--- src/design/tvfi_pkg.sv ---
// ----------------------------------------------------------------------------
// tvfi_pkg
// Shared widths, codes and types of the tidal volume flow integrator.
// ----------------------------------------------------------------------------
package tvfi_pkg;

   localparam int ACC_BITS       = 48;
   localparam int RAW_BITS       = 16;
   localparam int FLOW_BITS      = 16;
   localparam int MAG_BITS       = 16;
   localparam int TIME_BITS      = 32;
   localparam int THRESH_BITS    = 15;
   localparam int VOLUME_BITS    = 48;
   localparam int PROD_BITS      = MAG_BITS + TIME_BITS;
   localparam int SUM_BITS       = ((ACC_BITS > PROD_BITS) ? ACC_BITS : PROD_BITS) + 1;
   localparam int CSR_INDEX_BITS = 1;
   localparam int CSR_DATA_BITS  = 32;

   localparam logic [THRESH_BITS-1:0] THRESH_RESET  = THRESH_BITS'(60);
   localparam logic [TIME_BITS-1:0]   TIMEOUT_RESET = TIME_BITS'(10000);

   // raw words that read as an invalid flow
   localparam logic [RAW_BITS-1:0] BAD_RAW_LO    = RAW_BITS'(8);
   localparam logic [RAW_BITS-1:0] BAD_RAW_HI    = RAW_BITS'(127);
   localparam logic [RAW_BITS-1:0] BAD_RAW_EXACT = RAW_BITS'(39686);

   typedef enum logic [1:0] {
      STATUS_OK        = 2'd0,
      STATUS_READ_FAIL = 2'd1,
      STATUS_INVALID   = 2'd2
   } status_type;

   typedef enum logic [CSR_INDEX_BITS-1:0] {
      CSR_FLOW_THRESHOLD = 1'b0,
      CSR_IDLE_TIMEOUT   = 1'b1
   } csr_index_type;

endpackage

--- src/design/tidal_volume_flow_integrator.sv ---
// ----------------------------------------------------------------------------
// tidal_volume_flow_integrator
// Integrates sensor flow over time into a saturating tidal volume.
// ----------------------------------------------------------------------------
// One item per cycle while the output is not stalled. An accepted item sits in
// an input register; when the output stage is free, a single 16 x 32 multiply
// and a 49-bit add or subtract update the volume accumulator and the result
// register together, so the following item already sees the new volume. A
// stalled result holds the input register, and the block keeps taking items as
// long as one of the two stages is free.
module tidal_volume_flow_integrator (
   input  logic                                   clock,
   input  logic                                   reset,
   input  logic                                   req_valid,
   output logic                                   req_ready,
   input  logic [tvfi_pkg::RAW_BITS-1:0]          req_raw_sample,
   input  logic                                   req_read_ok,
   input  logic [tvfi_pkg::TIME_BITS-1:0]         req_now_ms,
   output logic                                   rsp_valid,
   input  logic                                   rsp_ready,
   output logic signed [tvfi_pkg::FLOW_BITS-1:0]  rsp_flow_counts,
   output logic [tvfi_pkg::VOLUME_BITS-1:0]       rsp_volume,
   output tvfi_pkg::status_type                   rsp_status,
   output logic                                   rsp_active,
   input  logic                                   csr_write_enable,
   input  logic [tvfi_pkg::CSR_INDEX_BITS-1:0]    csr_index,
   input  logic [tvfi_pkg::CSR_DATA_BITS-1:0]     csr_write_data
);
   import tvfi_pkg::*;

   logic                         in_valid_ff;
   logic [RAW_BITS-1:0]          raw_ff;
   logic                         read_ok_ff;
   logic [TIME_BITS-1:0]         now_ff;

   logic                         out_valid_ff;
   logic signed [FLOW_BITS-1:0]  flow_ff;
   logic [VOLUME_BITS-1:0]       volume_ff;
   status_type                   status_ff;
   logic                         active_ff;

   logic [ACC_BITS-1:0]          volume_acc_ff;
   logic [ACC_BITS-1:0]          volume_acc_in;
   logic [TIME_BITS-1:0]         last_active_ff;
   logic [TIME_BITS-1:0]         last_active_in;
   logic [THRESH_BITS-1:0]       threshold_ff;
   logic [TIME_BITS-1:0]         timeout_ff;

   logic                         out_free;
   logic                         advance;

   logic signed [FLOW_BITS-1:0]  flow;
   logic signed [FLOW_BITS:0]    flow_wide;
   logic [MAG_BITS-1:0]          mag;
   logic [TIME_BITS-1:0]         dt;
   logic [PROD_BITS-1:0]         delta;
   logic [SUM_BITS-1:0]          acc_ext;
   logic [SUM_BITS-1:0]          delta_ext;
   logic [SUM_BITS-1:0]          sum_ext;
   logic [SUM_BITS-1:0]          acc_max_ext;
   logic [SUM_BITS-1:0]          vol_max_ext;
   logic [SUM_BITS-1:0]          acc_next_ext;
   logic                         bad_reading;

   logic signed [FLOW_BITS-1:0]  flow_in;
   logic [VOLUME_BITS-1:0]       volume_in;
   status_type                   status_in;
   logic                         active_in;

   assign out_free  = !out_valid_ff || rsp_ready;
   assign advance   = in_valid_ff && out_free;
   assign req_ready = !in_valid_ff || out_free;

   assign rsp_valid       = out_valid_ff;
   assign rsp_flow_counts = flow_ff;
   assign rsp_volume      = volume_ff;
   assign rsp_status      = status_ff;
   assign rsp_active      = active_ff;

   // raw minus the offset is the raw word with its top bit flipped
   assign flow        = signed'({~raw_ff[RAW_BITS-1], raw_ff[RAW_BITS-2:0]});
   assign flow_wide   = {flow[FLOW_BITS-1], flow};
   assign mag         = flow[FLOW_BITS-1] ? MAG_BITS'(-flow_wide) : MAG_BITS'(flow_wide);
   assign dt          = now_ff - last_active_ff;
   assign delta       = PROD_BITS'(mag) * PROD_BITS'(dt);
   assign acc_ext     = SUM_BITS'(volume_acc_ff);
   assign delta_ext   = SUM_BITS'(delta);
   assign sum_ext     = flow[FLOW_BITS-1] ? (acc_ext - delta_ext) : (acc_ext + delta_ext);
   assign acc_max_ext = {{(SUM_BITS-ACC_BITS){1'b0}}, {ACC_BITS{1'b1}}};
   assign vol_max_ext = {{(SUM_BITS-VOLUME_BITS){1'b0}}, {VOLUME_BITS{1'b1}}};
   assign bad_reading = (raw_ff >= BAD_RAW_LO && raw_ff <= BAD_RAW_HI)
                        || raw_ff == BAD_RAW_EXACT;

   always_comb begin
      acc_next_ext   = acc_ext;
      last_active_in = last_active_ff;
      flow_in        = flow;
      status_in      = STATUS_OK;
      active_in      = 1'b0;
      if (!read_ok_ff) begin
         acc_next_ext = '0;
         flow_in      = '0;
         status_in    = STATUS_READ_FAIL;
      end else if (bad_reading) begin
         acc_next_ext = '0;
         status_in    = STATUS_INVALID;
      end else if (SUM_BITS'(mag) > SUM_BITS'(threshold_ff)) begin
         active_in      = 1'b1;
         last_active_in = now_ff;
         if (flow[FLOW_BITS-1]) begin
            acc_next_ext = (delta_ext > acc_ext) ? '0 : sum_ext;
         end else begin
            acc_next_ext = (sum_ext > acc_max_ext) ? acc_max_ext : sum_ext;
         end
      end else if (dt > timeout_ff) begin
         acc_next_ext = '0;
      end
      volume_acc_in = acc_next_ext[ACC_BITS-1:0];
      volume_in     = (acc_next_ext > vol_max_ext) ? {VOLUME_BITS{1'b1}}
                                                   : acc_next_ext[VOLUME_BITS-1:0];
   end

   always_ff @(posedge clock) begin
      if (reset) begin
         threshold_ff <= THRESH_RESET;
         timeout_ff   <= TIMEOUT_RESET;
      end else if (csr_write_enable) begin
         unique case (csr_index)
            CSR_FLOW_THRESHOLD: threshold_ff <= csr_write_data[THRESH_BITS-1:0];
            CSR_IDLE_TIMEOUT:   timeout_ff   <= csr_write_data[TIME_BITS-1:0];
            default: ;
         endcase
      end
   end

   always_ff @(posedge clock) begin
      if (reset) begin
         in_valid_ff <= 1'b0;
      end else if (req_ready) begin
         in_valid_ff <= req_valid;
      end
   end

   always_ff @(posedge clock) begin
      if (req_valid && req_ready) begin
         raw_ff     <= req_raw_sample;
         read_ok_ff <= req_read_ok;
         now_ff     <= req_now_ms;
      end
   end

   always_ff @(posedge clock) begin
      if (reset) begin
         out_valid_ff   <= 1'b0;
         volume_acc_ff  <= '0;
         last_active_ff <= '0;
      end else begin
         if (out_free) begin
            out_valid_ff <= in_valid_ff;
         end
         if (advance) begin
            volume_acc_ff  <= volume_acc_in;
            last_active_ff <= last_active_in;
         end
      end
   end

   always_ff @(posedge clock) begin
      if (advance) begin
         flow_ff   <= flow_in;
         volume_ff <= volume_in;
         status_ff <= status_in;
         active_ff <= active_in;
      end
   end

endmodule

--- config.mk ---
export PLATFORM = sky130hd
export DESIGN_NAME = tidal_volume_flow_integrator
export DESIGN_NICKNAME = d
export VERILOG_FILES = /design/src/design/tvfi_pkg.sv /design/src/design/tidal_volume_flow_integrator.sv
export SDC_FILE = /design/constraint.sdc
export NUM_CORES = 2
export LEC_CHECK = 0
export ABC_CLOCK_PERIOD_IN_PS = 11000
export BUFFER_PORTS_ARGS = -buffer_cell sky130_fd_sc_hd__buf_4
export CORE_MARGIN = 2
export CORE_UTILIZATION = 59
export DETAILED_ROUTE_END_ITERATION = 8
export PLACE_DENSITY = 0.8
export SLEW_MARGIN = 10
export SYNTH_ARGS = -nofsm -noshare
export SYNTH_HDL_FRONTEND = slang
export SYNTH_SLANG_ARGS = --single-unit
export TNS_END_PERCENT = 10
--- constraint.sdc ---
create_clock -name clock -period 11 [get_ports clock]
set_input_delay 1.1 -clock clock [delete_from_list [all_inputs] [get_ports clock]]
set_output_delay 1.1 -clock clock [all_outputs]
set_load 0.02 [all_outputs]
=== Word-level counts from Yosys, hierarchy flattened ===
Cells that the tools add are included.

* Bitwise operators: 4
* Reductions and logical operators: 12
* $mul: 1
* Equal/unequal tests: 1
* Mux-type cells: 11
* Add/sub/neg operators: 4
* Order comparisons: 7

{| class="wikitable"
|+ Operators by type and width
! kind !! count
|-
| $mux W49 || 7
|-
| $gt A49 B48 Y1 const B || 2
|-
| $add A48 B48 Y49 || 1
|-
| $sub A48 B48 Y49 || 1
|-
| $gt A48 B48 Y1 || 1
|-
| $mul A16 B32 Y48 || 1
|-
| $mux W48 || 1
|-
| $gt A32 B32 Y1 || 1
|-
| $sub A32 B32 Y32 || 1
|-
| $eq A16 B16 Y1 const B || 1
|-
| $ge A16 B4 Y1 const B || 1
|-
| $gt A16 B15 Y1 || 1
|-
| $le A16 B7 Y1 const B || 1
|-
| $mux W16 || 1
|-
| $neg A16 Y16 || 1
|-
| $not A1 Y1 || 4
|-
| $reduce_and A2 Y1 || 2
|-
| $reduce_and A4 Y1 || 1
|-
| $logic_and A1 B1 Y1 || 3
|-
| $logic_or A1 B1 Y1 || 3
|-
| $logic_not A1 Y1 || 2
|-
| $mux W2 || 1
|-
| $reduce_or A2 Y1 || 1
|-
| $mux W1 || 1
|}

* Register bits after elaboration: 245
* Bits of input ports: 87
* Word-level logic and storage cells: 53

=== Logic depth before layout (Yosys ltp) ===
* Depth after elaboration: 13
* Mapped depth: 51
* Mapped depth without buffers: 47

=== Least setup slack after synthesis ===
No wires, ideal clock.

* Path kind: reg-to-reg
* From: reg now_ff[5]
* To: reg volume_ff[47] (netlist: rsp_volume[47]) (data pin)
* Clock period less this slack: 10.794 ns
* Arrival time: 10.530 ns
* Stages on the path, launching flop included: 45
* Slack: 0.206 ns
* Required time: 10.736 ns
* Library setup time: 0.264 ns
* Cells stage by stage: edfxtp_1 -> ha_1 -> o21a_1 -> o21a_1 -> and3_1 -> nand2_1 -> a21oi_1 -> nand2b_1 -> a21o_1 -> a21o_1 -> xnor2_1 -> clkinv_1 -> nand2_1 -> fa_1 -> fa_1 -> fa_1 -> fa_1 -> inv_1 -> [... 9 more ...] -> a211oi_1 -> o21ai_1 -> a21o_1 -> a21oi_1 -> o21ai_0 -> xor2_1 -> ha_1 -> clkbuf_1 -> nor4_1 -> nand2_1 -> nor3b_1 -> nand2_1 -> o211ai_1 -> nand4_1 -> a221o_1 -> a22oi_1 -> mux2i_1 -> a21oi_1

* Longest elaborated chain between the ends: 11

{| class="wikitable"
|+ RTL lines
! element !! RTL line !! source
|-
| from (decl) || tidal_volume_flow_integrator.sv:34 || <nowiki>logic [TIME_BITS-1:0] now_ff;</nowiki>
|-
| from (signal assigned) || tidal_volume_flow_integrator.sv:148 || <nowiki>now_ff <= req_now_ms;</nowiki>
|-
| $sub A32 B32 Y32 (*) || tidal_volume_flow_integrator.sv:84 || <nowiki>assign dt = now_ff - last_active_ff;</nowiki>
|-
| $mul A16 B32 Y48 || tidal_volume_flow_integrator.sv:85 || <nowiki>assign delta = PROD_BITS'(mag) * PROD_BITS'(dt);</nowiki>
|-
| $sub A48 B48 Y49 or $add A48 B48 Y49 (tied branches) || tidal_volume_flow_integrator.sv:88 || <nowiki>assign sum_ext = flow[FLOW_BITS-1] ? (acc_ext - delta_ext) : (acc_ext + delta_ext);</nowiki>
|-
| $mux W49 || tidal_volume_flow_integrator.sv:88 ||
|-
| $gt A49 B48 Y1 || tidal_volume_flow_integrator.sv:113 || <nowiki>acc_next_ext = (sum_ext > acc_max_ext) ? acc_max_ext : sum_ext;</nowiki>
|-
| $mux W49 || tidal_volume_flow_integrator.sv:113 ||
|-
| $mux W49 || tidal_volume_flow_integrator.sv:110 || <nowiki>if (flow[FLOW_BITS-1]) begin</nowiki>
|-
| $mux W49 (*) || tidal_volume_flow_integrator.sv:107 || <nowiki>end else if (SUM_BITS'(mag) > SUM_BITS'(threshold_ff)) begin</nowiki>
|-
| $mux W49 (*) || tidal_volume_flow_integrator.sv:104 || <nowiki>end else if (bad_reading) begin</nowiki>
|-
| $mux W49 (*) || tidal_volume_flow_integrator.sv:100 || <nowiki>if (!read_ok_ff) begin</nowiki>
|-
| $gt A49 B48 Y1 || tidal_volume_flow_integrator.sv:119 || <nowiki>volume_in = (acc_next_ext > vol_max_ext) ? {VOLUME_BITS{1'b1}}</nowiki>
|-
| to (signal assigned) || tidal_volume_flow_integrator.sv:171 || <nowiki>volume_ff <= volume_in;</nowiki>
|-
| to (decl) || tidal_volume_flow_integrator.sv:38 || <nowiki>logic [VOLUME_BITS-1:0] volume_ff;</nowiki>
|}

Mark *: on every way between the ends. The rest lies on a longest branch, timed or not.
A chain may end at the register's enable or synchronous reset.

=== Worst setup path after layout ===
* From: reg now_ff[0]
* To: reg volume_ff[1] (netlist: rsp_volume[1]) (data pin)

Same word-level chain as after synthesis.

==> impl_metrics.tcl <==
set metrics [dict create \
    synthArstFlopShare_pct 0 \
    synth_cells 4201 \
    timing.final.crit_share_pct 99.4 \
    postSynth.topFlopCell "sky130_fd_sc_hd__dfxtp_1" \
    layout.filler_cells 4340 \
    grt_antenna_before_repair 0 \
    areaGrowthSynthToFinish_pct 21.4 \
    run_status "finished, final reports clean" \
    first_global_vias 32200 \
    yosysTopAreaCell "sky130_fd_sc_hd__fa_1" \
    grt_max_degree 68 \
    tightestPinTransition_ps 1290 \
    drt-initial-drc-count 3557 \
    drt_pass1_iterations 9 \
    start_util_pct 59.9 \
    setup_ws_ps 70.9 \
    hold_path.class "reg2reg" \
    cp.arrival_ps 11240 \
    fin_worst_skew_ps 20.7 \
    io-pin-count 156 \
    mostFrequentLayoutCell "sky130_fd_sc_hd__inv_1" \
    count_of_h_tree_levels_built_during_cts 1 \
    setup_violations 0 \
    globalplace.congestion 1.02 \
    die_outline_height_um 246 \
    clock_tree_from_tritoncts "built" \
    part_of_the_yosys_area_used_for_sequential_elements_pct 17.5 \
    slew_headroom_pct 13.5 \
    timing.fmax_mhz 91.5 \
    yosysTopAreaCellShare_pct 24.3 \
    tritoncts_num_sinks 245 \
    wl_per_cell_um 20.8 \
    cts_made_buffers 27 \
    insertion_delay_ps 580 \
    dr_total_vias 33200 \
    postSynthRegisterBits 245 \
    wire_length_of_the_first_global_routing_pass_um 173000 \
    routed_vias_inst 6.04 \
    final_period_minus_worst_setup_slack_ps 10930 \
    maxCapViolations 0 \
    worst_path_most_repeated_cell "sky130_fd_sc_hd__fa_1" \
    instances_no_fill 5498 \
    fp.dieArea_sq_mm 0.0607 \
    dpl.cell_count 5405 \
    global_route_overflow 0 \
    end_kind "register" \
    synth_edf_count 116 \
    netlist_area_pre_place_sq_mm 0.0347 \
    grt_use_total_pct 36.6 \
    critPathLaunchType "register" \
    biggest_area_contributors_in_the_synthesized_netlist "sky130_fd_sc_hd__fa_1, sky130_fd_sc_hd__ha_1, sky130_fd_sc_hd__edfxtp_1, sky130_fd_sc_hd__dfxtp_1, sky130_fd_sc_hd__inv_1" \
    floorplan.core_area_sq_mm 0.0579 \
    preCtsSetupSlack_ps -582 \
    grt_setup_unrepaired "true" \
    cts.root.buffer_cell "sky130_fd_sc_hd__clkbuf_16" \
    worstSetupPathType "reg2reg" \
    critical_path.slowest_cell "sky130_fd_sc_hd__fa_1" \
    finalNetCount 5525 \
    crit_fanout 7 \
    final_max_slew_viol_count 0 \
    synth_area_per_cell_sq_um 8.26 \
    dieWidth_um 246 \
    drtAntennaViolNets 0 \
    fp-row-count 88 \
    clockBufferDepth 3 \
    peak_per_stage_delay_on_the_critical_path_ps 600 \
    port_buffers 155 \
    layout-drive-gt1-share_pct 19.6 \
    mostFrequentLayoutCells "sky130_fd_sc_hd__inv_1, sky130_fd_sc_hd__buf_4, sky130_fd_sc_hd__nand2_1" \
    crit_required_ps 11310 \
    finalWirelength_um 114000 \
    clk_pin_slew_worst_setup_hold_paths_ps 60 \
    drc 0 \
    syn_nets 5015 \
    yosysWarningCount 0 \
    ys_types 98 \
    hpwl_um 91100 \
    final_hold_viol_count 0 \
]
## state kept, by name, indices dropped and copies added, names as in the netlist, 15 cells and up
| register | count |
|---|---|
| rsp_flow_counts | 16 |
| last_active_ff | 32 |
| timeout_ff | 32 |
| volume_acc_ff | 48 |
| rsp_volume | 48 |
| now_ff | 32 |
| threshold_ff | 15 |
| raw_ff | 16 |
## area by class of cell
type / instances / area (sq um) / share of cell area (%)
Multi-Input combinational cell: 3104 / 26400 / 62.8
Sequential cell: 245 / 6070 / 14.4
Timing Repair Buffer: 665 / 5290 / 12.6
Inverter: 668 / 2520 / 5.98
Tap cell: 765 / 957 / 2.27
Clock buffer: 39 / 751 / 1.78
Clock inverter: 10 / 86.3 / 0.205
Antenna cell: 2 / 5.00 / 0.0119
## cell usage after synthesis, drive strengths merged (13+ instances only)
cell type and n:
a31oi 39, nand3 59, nand2b 26, inv 650
xor2 39, a21o 72, edfxtp 116, fa 421
ha 306, nor2b 35, clkbuf 149, o211ai 33
buf 35, a221oi 19, nor4 33, o21bai 36
and2 39, and3 27, xnor2 125, nor2 337
nand2 637, a21oi 320, or3 16, o221ai 13
a211oi 34, clkinv 18, o21a 25, nand4 24
nor3 56, o31ai 47, o21ai 117, dfxtp 129
## routing by layer
metal	global-route usage (%)	wire length (um)
met4	16.8	6570
met3	8.65	12400
met1	47.2	43100
met2	58.5	52100
met5	0	0
## through the flow
| stage | hold slack, ps | utilization, % | instance area [sq um] | setup TNS [ps] |
|---|---|---|---|---|
| after CTS | 456 | 70.7 | 40900 | -38.2 |
| after global placement | 442 | 68.8 | 39900 | -19320 |
| after floorplan | 436 | - | 34700 | 0 |
| final | 455 | 72.7 | 42100 | 0 |
| after global routing | 467 | 72.7 | 42100 | -14460 |
| after detailed placement | 448 | 68.8 | 39900 | -31460 |
## worst paths after layout
path / from / to / slack, ps / depth (start not counted)
worst max-delay path: now_ff[0] / rsp_volume[1] / 70 / 49
worst min-delay path: last_active_ff[14] / last_active_ff[14] / 450 / 2
worst max register to register: now_ff[0] / rsp_volume[1] / 70 / 49
worst min register to register: last_active_ff[14] / last_active_ff[14] / 450 / 2
## worst max-delay path: cells and delay by family, from the launching register on
family | cells | cell delay (ps)
compound gates | 18 | 3330
xor+xnor | 2 | 320
fa+ha+maj | 10 | 4180
buf+inv | 13 | 1570
flops | 1 | 390
simple gates | 6 | 880
## what timing repair did
action / CTS / global route
resized for setup: 35 / 179
gates cloned: 0 / 1
hold buffers: 0 / 0
setup buffers: 9 / 32
setup endpoints to repair: 96 / 96
pin swaps: 14 / 82
## kinds of logic after synthesis
group / synth area share [%]
buffers and inverters: 9.40
XOR/XNOR: 4.14
multiplexers: 0.202
AND/OR/NAND/NOR: 16.9
flip-flops: 17.5
AO/OA/AOI/OAI: 16.5
adder cells (fa/ha/maj): 35.3
Power is not shown: default switching activity piles up to over one toggle a cycle in this logic, so the estimate is an artifact.
